### config.mk
export PLATFORM = sky130hd
export DESIGN_NAME = utf8_check_cp437_fallback
export DESIGN_NICKNAME = d
export VERILOG_FILES = /design/src/rtl/core/utf8c_pkg.sv /design/src/rtl/core/utf8c_checker.sv /design/src/rtl/core/utf8_check_cp437_fallback.sv
export SDC_FILE = /design/constraint.sdc
export NUM_CORES = 1
export LEC_CHECK = 0
export ABC_AREA = 1
export ABC_CLOCK_PERIOD_IN_PS = 6900
export BUFFER_PORTS_ARGS = -buffer_cell sky130_fd_sc_hd__buf_2
export CAP_MARGIN = 20
export CORE_ASPECT_RATIO = 1.4
export CORE_UTILIZATION = 40
export CTS_CLUSTER_DIAMETER = 40
export CTS_CLUSTER_SIZE = 40
export DETAILED_ROUTE_END_ITERATION = 8
export PLACE_DENSITY_LB_ADDON = 0.08
export SLEW_MARGIN = 20
export SYNTH_ARGS = -nofsm -noshare
export SYNTH_HDL_FRONTEND = slang
export SYNTH_SLANG_ARGS = --single-unit
### constraint.sdc
create_clock -name clk -period 6.9 [get_ports clk]
set_input_delay 0.345 -clock clk [delete_from_list [all_inputs] [get_ports clk]]
set_output_delay 0.345 -clock clk [all_outputs]
set_load 0.005 [all_outputs]
### src/rtl/core/utf8c_pkg.sv
// ----------------------------------------------------------------------------
// utf8c_pkg
// Shared types, constants and the CP437 to UTF-8 encoding for the line
// checker.
// ----------------------------------------------------------------------------
`default_nettype none

package utf8c_pkg;

    localparam int LINE_MAX  = 64;
    localparam int IDX_W     = $clog2(LINE_MAX);
    localparam int CNT_W     = $clog2(LINE_MAX + 1);
    localparam int TDATA_O_W = 40;

    // register byte addresses
    localparam logic [2:0] ADDR_ALLOW_FALLBACK = 3'd0;

    typedef enum logic [1:0] {
        ST_IDLE,
        ST_READ,
        ST_LOAD,
        ST_SEND
    } state_t;

    typedef enum logic [1:0] {
        MODE_RAW,
        MODE_XLAT
    } mode_t;

    // checker control from the sequencer
    typedef struct packed {
        logic       store;
        logic [7:0] data;
        logic       clear;
    } chk_ctrl_t;

    typedef struct packed {
        logic [31:0] bytes;
        logic [2:0]  len;
    } utf8_char_t;

    localparam logic [15:0] CP437_LO [32] = '{
        16'h0000, 16'h263A, 16'h263B, 16'h2665, 16'h2666, 16'h2663, 16'h2660, 16'h2022,
        16'h25D8, 16'h25CB, 16'h25D9, 16'h2642, 16'h2640, 16'h266A, 16'h266B, 16'h263C,
        16'h25BA, 16'h25C4, 16'h2195, 16'h203C, 16'h00B6, 16'h00A7, 16'h25AC, 16'h21A8,
        16'h2191, 16'h2193, 16'h2192, 16'h2190, 16'h221F, 16'h2194, 16'h25B2, 16'h25BC
    };

    localparam logic [15:0] CP437_HI [128] = '{
        16'h00C7, 16'h00FC, 16'h00E9, 16'h00E2, 16'h00E4, 16'h00E0, 16'h00E5, 16'h00E7,
        16'h00EA, 16'h00EB, 16'h00E8, 16'h00EF, 16'h00EE, 16'h00EC, 16'h00C4, 16'h00C5,
        16'h00C9, 16'h00E6, 16'h00C6, 16'h00F4, 16'h00F6, 16'h00F2, 16'h00FB, 16'h00F9,
        16'h00FF, 16'h00D6, 16'h00DC, 16'h00A2, 16'h00A3, 16'h00A5, 16'h20A7, 16'h0192,
        16'h00E1, 16'h00ED, 16'h00F3, 16'h00FA, 16'h00F1, 16'h00D1, 16'h00AA, 16'h00BA,
        16'h00BF, 16'h2310, 16'h00AC, 16'h00BD, 16'h00BC, 16'h00A1, 16'h00AB, 16'h00BB,
        16'h2591, 16'h2592, 16'h2593, 16'h2502, 16'h2524, 16'h2561, 16'h2562, 16'h2556,
        16'h2555, 16'h2563, 16'h2551, 16'h2557, 16'h255D, 16'h255C, 16'h255B, 16'h2510,
        16'h2514, 16'h2534, 16'h252C, 16'h251C, 16'h2500, 16'h253C, 16'h255E, 16'h255F,
        16'h255A, 16'h2554, 16'h2569, 16'h2566, 16'h2560, 16'h2550, 16'h256C, 16'h2567,
        16'h2568, 16'h2564, 16'h2565, 16'h2559, 16'h2558, 16'h2552, 16'h2553, 16'h256B,
        16'h256A, 16'h2518, 16'h250C, 16'h2588, 16'h2584, 16'h258C, 16'h2590, 16'h2580,
        16'h03B1, 16'h00DF, 16'h0393, 16'h03C0, 16'h03A3, 16'h03C3, 16'h00B5, 16'h03C4,
        16'h03A6, 16'h0398, 16'h03A9, 16'h03B4, 16'h221E, 16'h03C6, 16'h03B5, 16'h2229,
        16'h2261, 16'h00B1, 16'h2265, 16'h2264, 16'h2320, 16'h2321, 16'h00F7, 16'h2248,
        16'h00B0, 16'h2219, 16'h00B7, 16'h221A, 16'h207F, 16'h00B2, 16'h25A0, 16'h00A0
    };

    function automatic logic [15:0] cp437_cp(input logic [7:0] b);
        logic [15:0] cp;
        if (b[7])
            cp = CP437_HI[b[6:0]];
        else if (b < 8'h20)
            cp = CP437_LO[b[4:0]];
        else if (b == 8'h7F)
            cp = 16'h2302;
        else
            cp = {8'h00, b};
        return cp;
    endfunction

    function automatic utf8_char_t utf8_encode(input logic [15:0] cp);
        utf8_char_t c;
        if (cp <= 16'h007F) begin
            c.bytes = {16'h0000, cp};
            c.len   = 3'd1;
        end else if (cp <= 16'h07FF) begin
            c.bytes = {16'h0000, 2'b10, cp[5:0], 3'b110, cp[10:6]};
            c.len   = 3'd2;
        end else begin
            c.bytes = {8'h00, 2'b10, cp[5:0], 2'b10, cp[11:6], 4'b1110, cp[15:12]};
            c.len   = 3'd3;
        end
        return c;
    endfunction

endpackage

`default_nettype wire

### src/rtl/core/utf8c_checker.sv
// ----------------------------------------------------------------------------
// utf8c_checker
// Running UTF-8 lead/continuation check over the bytes of one line.
// ----------------------------------------------------------------------------
`default_nettype none

module utf8c_checker
    import utf8c_pkg::*;
(
    input  wire logic      clk,
    input  wire logic      rst_n,
    input  wire chk_ctrl_t ctrl,
    output logic           line_bad
);

    logic [1:0] pending_reg, pending_next;
    logic       invalid_reg, invalid_next;
    logic [1:0] pend_upd;
    logic       inv_upd;

    always_comb
    begin
        pend_upd = pending_reg;
        inv_upd  = invalid_reg;
        if (ctrl.store && !invalid_reg) begin
            if (pending_reg != 2'd0) begin
                if (ctrl.data[7:6] == 2'b10)
                    pend_upd = pending_reg - 2'd1;
                else
                    inv_upd = 1'b1;
            end else if (!ctrl.data[7]) begin
                pend_upd = 2'd0;
            end else if (ctrl.data[7:5] == 3'b110) begin
                pend_upd = 2'd1;
            end else if (ctrl.data[7:4] == 4'b1110) begin
                pend_upd = 2'd2;
            end else if (ctrl.data[7:3] == 5'b11110) begin
                pend_upd = 2'd3;
            end else begin
                inv_upd = 1'b1;
            end
        end
        // an open sequence at line end counts as invalid
        line_bad = inv_upd || (pend_upd != 2'd0);
        if (ctrl.clear) begin
            pending_next = 2'd0;
            invalid_next = 1'b0;
        end else begin
            pending_next = pend_upd;
            invalid_next = inv_upd;
        end
    end

    always_ff @(posedge clk or negedge rst_n)
    begin
        if (!rst_n) begin
            pending_reg <= 2'd0;
            invalid_reg <= 1'b0;
        end else begin
            pending_reg <= pending_next;
            invalid_reg <= invalid_next;
        end
    end

endmodule

`default_nettype wire

### src/rtl/core/utf8_check_cp437_fallback.sv
// ----------------------------------------------------------------------------
// utf8_check_cp437_fallback
// Line buffer with UTF-8 check, emitting the line raw or via CP437.
// ----------------------------------------------------------------------------
// Usage:
//   Input stream s_*: one line byte per transfer in s_tdata[7:0], s_tuser is
//   byte present, s_tlast ends the line. Bytes are taken one per cycle.
//   Output stream m_*: one character per transfer; s_tready stays low from
//   the line-end transfer until the last result of that line is taken.
//   A valid line is output raw (one byte per result); an invalid one goes
//   through CP437 to UTF-8 when allow_fallback is set, else one error result.
//   An empty line gives one result of length zero.
//   After the line-end transfer each result passes the buffer read, the
//   encode and the output register in turn (empty and error lines go straight
//   to the output register); a further result is fetched only once the one
//   before is taken, and the result simply holds while the receiver stalls.
//   Up to 64 bytes are buffered; further bytes are dropped and line_overflow
//   is flagged on every result of that line.
//   Reset clears the sequencer and flags and sets allow_fallback to 1; the
//   line buffer is not cleared.
// ----------------------------------------------------------------------------
`default_nettype none

module utf8_check_cp437_fallback
    import utf8c_pkg::*;
(
    input  wire logic                 clk,
    input  wire logic                 rst_n,
    // input stream
    input  wire logic                 s_tvalid,
    output logic                      s_tready,
    input  wire logic [7:0]           s_tdata,   // [7:0] line_byte
    input  wire logic                 s_tuser,   // [0] byte_present
    input  wire logic                 s_tlast,   // line_end
    // output stream
    output logic                      m_tvalid,
    input  wire logic                 m_tready,
    output logic [TDATA_O_W-1:0]      m_tdata,   // [31:0] char_bytes, [34:32] char_len
    output logic [2:0]                m_tuser,   // [0] fallback_used, [1] line_error,
                                                 // [2] line_overflow
    output logic                      m_tlast,   // last_of_line
    // configuration
    input  wire logic                 psel,
    input  wire logic                 penable,
    input  wire logic                 pwrite,
    input  wire logic [2:0]           paddr,
    input  wire logic [31:0]          pwdata,
    output logic [31:0]               prdata,
    output logic                      pready
);

    state_t           state_reg, state_next;
    mode_t            mode_reg, mode_next;
    logic [CNT_W-1:0] count_reg, count_next;
    logic [IDX_W-1:0] idx_reg, idx_next;
    logic             ovf_reg, ovf_next;
    logic             allow_fb_reg, allow_fb_next;

    logic [7:0]       mem [LINE_MAX];
    logic [7:0]       rd_data_reg;

    logic [31:0]      o_bytes_reg, o_bytes_next;
    logic [2:0]       o_len_reg, o_len_next;
    logic             o_fb_reg, o_fb_next;
    logic             o_err_reg, o_err_next;
    logic             o_ovf_reg, o_ovf_next;
    logic             o_last_reg, o_last_next;

    logic             s_acc, m_acc, cfg_wr;
    logic             room, store_byte, line_bad, last_idx;
    chk_ctrl_t        chk_ctrl;
    utf8_char_t       enc;

    assign s_acc      = s_tvalid && s_tready;
    assign m_acc      = m_tvalid && m_tready;
    assign room       = (count_reg < CNT_W'(LINE_MAX));
    assign store_byte = s_acc && s_tuser && room;
    assign last_idx   = ({1'b0, idx_reg} + CNT_W'(1)) == count_reg;
    assign enc        = utf8_encode(cp437_cp(rd_data_reg));

    assign chk_ctrl.store = store_byte;
    assign chk_ctrl.data  = s_tdata;
    assign chk_ctrl.clear = s_acc && s_tlast;

    utf8c_checker u_checker (
        .clk      (clk),
        .rst_n    (rst_n),
        .ctrl     (chk_ctrl),
        .line_bad (line_bad)
    );

    // configuration port
    assign pready = 1'b1;
    assign cfg_wr = psel && penable && pwrite && pready && (paddr == ADDR_ALLOW_FALLBACK);
    assign allow_fb_next = cfg_wr ? pwdata[0] : allow_fb_reg;
    assign prdata = (paddr == ADDR_ALLOW_FALLBACK) ? {31'd0, allow_fb_reg} : 32'd0;

    // next state
    always_comb
    begin
        state_next = state_reg;
        unique case (state_reg)
            ST_IDLE:
            begin
                if (s_acc && s_tlast) begin
                    if (count_next == CNT_W'(0) || (line_bad && !allow_fb_reg))
                        state_next = ST_SEND;
                    else
                        state_next = ST_READ;
                end
            end
            ST_READ: state_next = ST_LOAD;
            ST_LOAD: state_next = ST_SEND;
            ST_SEND:
            begin
                if (m_acc)
                    state_next = o_last_reg ? ST_IDLE : ST_READ;
            end
            default: state_next = ST_IDLE;
        endcase
    end

    // datapath and outputs
    always_comb
    begin
        count_next   = count_reg;
        idx_next     = idx_reg;
        ovf_next     = ovf_reg;
        mode_next    = mode_reg;
        o_bytes_next = o_bytes_reg;
        o_len_next   = o_len_reg;
        o_fb_next    = o_fb_reg;
        o_err_next   = o_err_reg;
        o_ovf_next   = o_ovf_reg;
        o_last_next  = o_last_reg;
        unique case (state_reg)
            ST_IDLE:
            begin
                if (store_byte)
                    count_next = count_reg + CNT_W'(1);
                if (s_acc && s_tuser && !room)
                    ovf_next = 1'b1;
                if (s_acc && s_tlast) begin
                    idx_next     = '0;
                    mode_next    = line_bad ? MODE_XLAT : MODE_RAW;
                    o_bytes_next = 32'd0;
                    o_len_next   = 3'd0;
                    o_fb_next    = 1'b0;
                    o_err_next   = (count_next != CNT_W'(0)) && line_bad;
                    o_ovf_next   = ovf_next;
                    o_last_next  = 1'b1;
                end
            end
            ST_READ: ;
            ST_LOAD:
            begin
                o_err_next  = 1'b0;
                o_ovf_next  = ovf_reg;
                o_last_next = last_idx;
                if (mode_reg == MODE_XLAT) begin
                    o_bytes_next = enc.bytes;
                    o_len_next   = enc.len;
                    o_fb_next    = 1'b1;
                end else begin
                    o_bytes_next = {24'd0, rd_data_reg};
                    o_len_next   = 3'd1;
                    o_fb_next    = 1'b0;
                end
            end
            ST_SEND:
            begin
                if (m_acc) begin
                    if (o_last_reg) begin
                        count_next = '0;
                        ovf_next   = 1'b0;
                    end else begin
                        idx_next = idx_reg + IDX_W'(1);
                    end
                end
            end
            default: ;
        endcase
    end

    assign s_tready = (state_reg == ST_IDLE);
    assign m_tvalid = (state_reg == ST_SEND);
    assign m_tdata  = {5'd0, o_len_reg, o_bytes_reg};
    assign m_tuser  = {o_ovf_reg, o_err_reg, o_fb_reg};
    assign m_tlast  = o_last_reg;

    always_ff @(posedge clk or negedge rst_n)
    begin
        if (!rst_n) begin
            state_reg    <= ST_IDLE;
            mode_reg     <= MODE_RAW;
            count_reg    <= '0;
            idx_reg      <= '0;
            ovf_reg      <= 1'b0;
            allow_fb_reg <= 1'b1;
        end else begin
            state_reg    <= state_next;
            mode_reg     <= mode_next;
            count_reg    <= count_next;
            idx_reg      <= idx_next;
            ovf_reg      <= ovf_next;
            allow_fb_reg <= allow_fb_next;
        end
    end

    // line buffer
    always_ff @(posedge clk)
    begin
        if (store_byte)
            mem[count_reg[IDX_W-1:0]] <= s_tdata;
        rd_data_reg <= mem[idx_reg];
    end

    always_ff @(posedge clk)
    begin
        o_bytes_reg <= o_bytes_next;
        o_len_reg   <= o_len_next;
        o_fb_reg    <= o_fb_next;
        o_err_reg   <= o_err_next;
        o_ovf_reg   <= o_ovf_next;
        o_last_reg  <= o_last_next;
    end

endmodule

`default_nettype wire

# [Word-level counts from Yosys, hierarchy flattened]
# Memories as Yosys holds them, arrays and structs flattened. A register that Yosys moved wholly into a read port is not among the register bits.
# Index checks and enable logic that the tools add are counted.
# Widths: inputs -> output; s select.
[word_totals] ff_bits=61 mem_bits_rw=512 rom_bits=2560 in_bits=52 mem_count=3
[op_classes] n_addsub=4 order_cmp=6 eq_ne=14 mux=62 n_bitwise=2 reduce_logical=30
[mem_list] memory="(name not given)" depth=128 word_bits=16 rd=1 rd_ports_with_merged_regs=0 write_ports=0 line="utf8c_pkg.sv:71" source="cp = CP437_HI[b[6:0]];"
[mem_list] memory="(name not given)" depth=32 word_bits=16 rd=1 rd_ports_with_merged_regs=0 write_ports=0 line="utf8c_pkg.sv:73" source="cp = CP437_LO[b[4:0]];"
[mem_list] memory="mem" depth=64 word_bits=8 rd=1 rd_ports_with_merged_regs=1 write_ports=1 line="utf8_check_cp437_fallback.sv:59" source="logic [7:0] mem [LINE_MAX];"
[op_table] cell="$mux 16" count=6
[op_table] cell="$mux 32" count=2
[op_table] cell="$pmux 32 s2" count=1
[op_table] cell="$mux 27" count=2
[op_table] cell="$mux 7" count=4
[op_table] cell="$mux 2" count=11
[op_table] cell="$mux 1" count=21
[op_table] cell="$mux 6" count=3
[op_table] cell="$le 16x11->1 const B" count=1
[op_table] cell="$le 16x7->1 const B" count=1
[op_table] cell="$mux 14" count=1
[op_table] cell="$pmux 7 s2" count=1
[op_table] cell="$logic_and 1x1->1" count=12
[op_table] cell="$pmux 6 s2" count=1
[op_table] cell="$pmux 1 s2" count=5
[op_table] cell="$eq 8x7->1 const B" count=1
[op_table] cell="$ge 8x8->1 const B" count=1
[op_table] cell="$lt 8x6->1 const B" count=1
[op_table] cell="$not 7->8" count=1
[op_table] cell="$pmux 2 s4" count=1
[op_table] cell="$reduce_bool 2->1" count=4
[op_table] cell="$add 6x1->7 const B" count=1
[op_table] cell="$add 7x1->7 const B" count=1
[op_table] cell="$eq 7x7->1" count=1
[op_table] cell="other kinds (23)" count=34

# [Depth between registers and ports, before layout]
[logic_depth] depth_word=14 ltp_mapped=18 ltp_nobuf=18

# [Modules after synthesis]
# A second synthesis with hierarchy kept.
[unflattened] cells_unflattened=2371 area_unflattened_um2=25740.9
[modules_own_cells] mod="utf8_check_cp437_fallback" n_inst=1 cells_each=2309 area_per_inst_um2=25405.6
[modules_own_cells] mod="utf8c_checker" n_inst=1 cells_each=62 area_per_inst_um2=335.3

# [Least setup slack after synthesis]
# Ideal clock, no wire load.
[synth_path] path_kind="reg-to-reg" startpoint="reg state_reg[0]" endpoint="reg o_last_reg (netlist: m_tlast), enable pin" setup_ns=0.452 arrival_ns=3.012 required_ns=6.448 slack_ns=3.436 path_stages_with_launch=6 path_buffers=1 path_cell_list="dfrtp_1 > inv_1 > ha_1 > clkbuf_1 > inv_1 > o21ai_0"
[synth_between] elab_chain_len=5
[synth_rtl] element="from (decl)" line="utf8_check_cp437_fallback.sv:52" source="state_t state_reg, state_next;"
[synth_rtl] element="from (signal assigned)" line="utf8_check_cp437_fallback.sv:201" source="state_reg <= state_next;"
[synth_rtl] element="$logic_not 2->1" line="utf8_check_cp437_fallback.sv:136, utf8_check_cp437_fallback.sv:185"
[synth_rtl] element="$logic_and 1x1->1" line="utf8_check_cp437_fallback.sv:74" source="assign s_acc = s_tvalid && s_tready;"
[synth_rtl] element="$logic_and 1x1->1" line="utf8_check_cp437_fallback.sv:143" source="if (s_acc && s_tlast) begin"
[synth_rtl] element="$ne 2x1->1 (no source line)"
[synth_rtl] element="$reduce_and 2->1 (no source line) (*)"
[synth_rtl] element="to (signal assigned)" line="utf8_check_cp437_fallback.sv:225" source="o_last_reg <= o_last_next;"
[synth_rtl] element="to (decl)" line="utf8_check_cp437_fallback.sv:67" source="logic o_last_reg, o_last_next;"
# Mark *: on every way between the ends. The rest lies on a longest branch, timed or not.
# A chain may end at the register's enable or synchronous reset.

# [Final worst setup path]
[layout_path] startpoint="reg state_reg[0]" endpoint="mem mem[58][6], enable pin"
[layout_between] elab_chain_len=6
[layout_rtl] element="$logic_not 2->1" line="utf8_check_cp437_fallback.sv:185" source="assign s_tready = (state_reg == ST_IDLE);"
[layout_rtl] element="$logic_and 1x1->1" line="utf8_check_cp437_fallback.sv:74"
[layout_rtl] element="$logic_and 1x1->1 (2 in series)" line="utf8_check_cp437_fallback.sv:77" source="assign store_byte = s_acc && s_tuser && room;"
[layout_rtl] element="$mux 1" line="utf8_check_cp437_fallback.sv:213" source="if (store_byte)"
[layout_rtl] element="$mux 1 (implied by the code)" line="utf8_check_cp437_fallback.sv:214" source="mem[count_reg[IDX_W-1:0]] <= s_tdata;"
[layout_rtl] element="to (decl)" line="utf8_check_cp437_fallback.sv:59"
# No other way between the ends.

==> results by group <==
Status
  – Status: finished clean

Drt
  – Final ANT Viol Nets: 0
  – DRC viols: 0
  – DR WL/cell: 23.8 um
  – Via density per instance: 5.58
  – 1st-pass router iterations: 5
  – Via count: 18,000
  – Initial drt markers: 1,775
  – Total wire length: 76,700 um

Floorplanning
  – Core Footprint: 0.0631 mm^2
  – Num ports: 131
  – Die Y-Extent: 301 um
  – Die ar.: 0.0649 mm^2
  – FP Rows: 109
  – Initial core utilization: 0.405
  – Die Wd: 216 um

Synthesis
  – Synth top area cells: edfxtp_1 (63%), o21ai_0 (6.8%), nor2_1 (6.7%), o22ai_1 (3.4%), nand2_1 (3.1%)
  – Post-synthesis sequential area ratio: 0.661
  – Ys flop type: edfxtp_1
  – Syn_area_per_cell: 10.9 um^2
  – Post-Syn Area: 0.0256 mm^2
  – Post-synthesis async set-or-reset flop share: 0.0369
  – Synth area leader: edfxtp_1
  – Most frequent cell after synthesis: edfxtp_1
  – Mapped Cells: 2,335
  – Number of synthesized flops with an enable pin: 540
  – Synth top area share: 0.634
  – Synth warnings: 0
  – #FFs+latches synth: 569
  – Yosys cell types: 49
  – Post-synth top cells: edfxtp_1 (540), nor2_1 (453), o21ai_0 (347)

Power and ir drop
  – Cell Pwr Density: 447 mW/mm^2
  – Maximum VDD drop: 0.214 mV
  – Sw Share: 0.424
  – Internal: 7.36 mW
  – Sw power: 5.42 mW
  – Clock power frac: 0.281
  – Share of power burned in registers: 0.325
  – Leakage: 9.85 nW
  – Gate power share: 0.394

Clocking
  – CTS tree: yes
  – CTS sink count: 569
  – Hold Buf Count CTS: 2
  – Clock transition at path regs: 0.06 ns
  – Later-pin clock latency in the skew report: 0.62 ns
  – H-Tree Depth: 3
  – Root buffer selected by CTS: clkbuf_16
  – Maximum clock insertion buffer count: 3
  – CTS resizes: 0
  – Number of buffers created by CTS: 67
  – Setup repair bufs after CTS: 0

Job
  – Max-cap violations: 0

Worst hold path
  – Hold Path Stages: 5
  – Hold Path Class: input pin to flop

GRT
  – Grt ovf: 0
  – Vias in the first global route: 17,300
  – Initial antenna violation count: 0
  – First-pass GRT wire length: 113,000 um
  – Largest net degree at the start of global routing: 110
  – GRT Total Usage: 0.235

Place
  – Quantity of I/O buffers inserted on ports: 51
  – DP Wirelength: 48,000 um
  – Gpl congestion: 0.972
  – DP Area: 0.0263 mm^2

Timing
  – Final setup viols: 0
  – Final Hold Fails: 0
  – Unrepaired setup endpoints after global routing: false
  – Final period utilization: 0.630
  – Max_slew headroom: 0.321
  – Max Freq: 0.230 GHz
  – Slew of the pin with the lowest slew margin: 1.01 ns
  – Fin crit period: 4.35 ns
  – Slew Viols, Final: 0
  – Fin Clk Skew: 0.0292 ns
  – Setup_tns: 0 ns

Setup path
  – Slowest CP cell: nor2_1
  – CP most frequent cell: nor2_1
  – Setup CP Type: flop to flop
  – Setup crit end kind: flop
  – WP data required: 7.12 ns
  – CP startpoint kind: flop
  – FF-to-FF path depth: 8
  – Worst path cell trace: inv_1 > ha_1 > nand3_1 > nor2_1 > inv_1 > nor2_1 > nand3_1 > nor2_1
  – Max FO, Critical Path: 12
  – Crit path DAT: 4.57 ns
  – Slowest stage delay, CP: 0.95 ns

Final layout
  – Nets: 2,418
  – Layout filler cell count: 5,926
  – Layout cells sized above 1: 0.106
  – N_diodes: 0
  – Post-route cell area: 0.0286 mm^2
  – Largest register FFs: 512
  – Area grow syn2layout: 11.9%
==> layout make-up <==
cell class | instances | area (um^2) | share of cell area
tap | 832 | 1040 | 0.0364
inverter | 85 | 337 | 0.0118
clock inverter | 48 | 537 | 0.0188
sequential | 569 | 16900 | 0.591
timing repair buffer | 89 | 546 | 0.0191
multi-input combinational | 1533 | 7470 | 0.261
clock buffer | 75 | 1750 | 0.0612
==> worst max-delay path: cells and delay by family, from the launching register on <==
family,cells,cell delay (ns)
adders and majority gates,1,0.34
buffers and inverters,2,0.33
DFF,1,0.40
and+or+nand+nor,5,2.87
==> metrics by stage <==
stage	setup slack, ns	std cells	hold slack [ns]	utilization	total power, mW
2_1_floorplan	3.44	2381	0.0494	-	7.47
3_3_place_gp	2.69	3106	0.349	0.416	9.23
3_5_place_dp	2.55	3106	0.361	0.416	9.21
4_1_cts	2.54	3231	0.0504	0.453	12.8
5_1_grt	2.23	3231	0.0958	0.453	13.4
6_report	2.55	3231	0.0782	0.453	12.8
==> cells by family after synthesis <==
group	share of synthesized area
other	0.000294
adder cells (fa/ha/maj)	0.0103
AO/OA/AOI/OAI	0.140
buffers and inverters	0.0533
XOR/XNOR	0.00343
AND/OR/NAND/NOR	0.131
flip-flops	0.661
==> path summary, 6_finish.rpt <==
kind	start	end	slack [ns]
max in group asynchronous	rst_n	idx_reg[0]$_DFFE_PN0P_	6.20
worst min register to register	u_checker.invalid_reg$_DFF_PN0_	u_checker.invalid_reg$_DFF_PN0_	0.51
min in group asynchronous	rst_n	u_checker.pending_reg[0]$_DFF_PN0_	0.28
worst min-delay path	penable	allow_fb_reg$_DFFE_PN1P_	0.08
worst max register to register	state_reg[0]$_DFFE_PN0P_	mem[58][6]$_DFFE_PP_	2.55
worst max-delay path	state_reg[0]$_DFFE_PN0P_	mem[58][6]$_DFFE_PP_	2.55
==> power by group through the flow <==
stage | combinational, mW | clock (mW) | sequential [mW]
final | 5.04 | 3.59 | 4.15
after global routing | 5.46 | 3.79 | 4.17
after CTS | 5.00 | 3.65 | 4.15
after detailed placement | 4.98 | 0 | 4.23
after global placement | 5.01 | 0 | 4.23
after floorplan | 3.33 | 0 | 4.14
==> cells in the final DEF (no fill, tap or decap), types with 8 or more instances in the layout <==
| cell type | n |
|---|---|
| nor2_1 | 453 |
| o21ai_0 | 346 |
| nand3_1 | 98 |
| nand2_2 | 12 |
| clkbuf_16 | 69 |
| dfxtp_1 | 8 |
| inv_2 | 10 |
| buf_2 | 51 |
| inv_1 | 66 |
| a21oi_1 | 52 |
| o22ai_1 | 140 |
| inv_6 | 12 |
| o21ai_1 | 32 |
| clkinvlp_4 | 9 |
| nand2_1 | 214 |
| buf_4 | 36 |
| conb_1 | 48 |
| ha_1 | 21 |
| xor2_1 | 8 |
| nand4_1 | 11 |
| dfrtp_1 | 17 |
| edfxtp_1 | 540 |
| a31oi_1 | 8 |
| o211ai_1 | 21 |
| o221ai_1 | 25 |
==> routing by layer <==
metal	GRT usage	vias to the layer above	share of wire
met4	0.114	0	0.044
met5	0	-	0
met1	0.282	8847	0.39
met2	0.415	650	0.51
met3	0.0314	158	0.050
li1	-	8375	-
No activity file was read; power rests on OpenSTA's default activity.
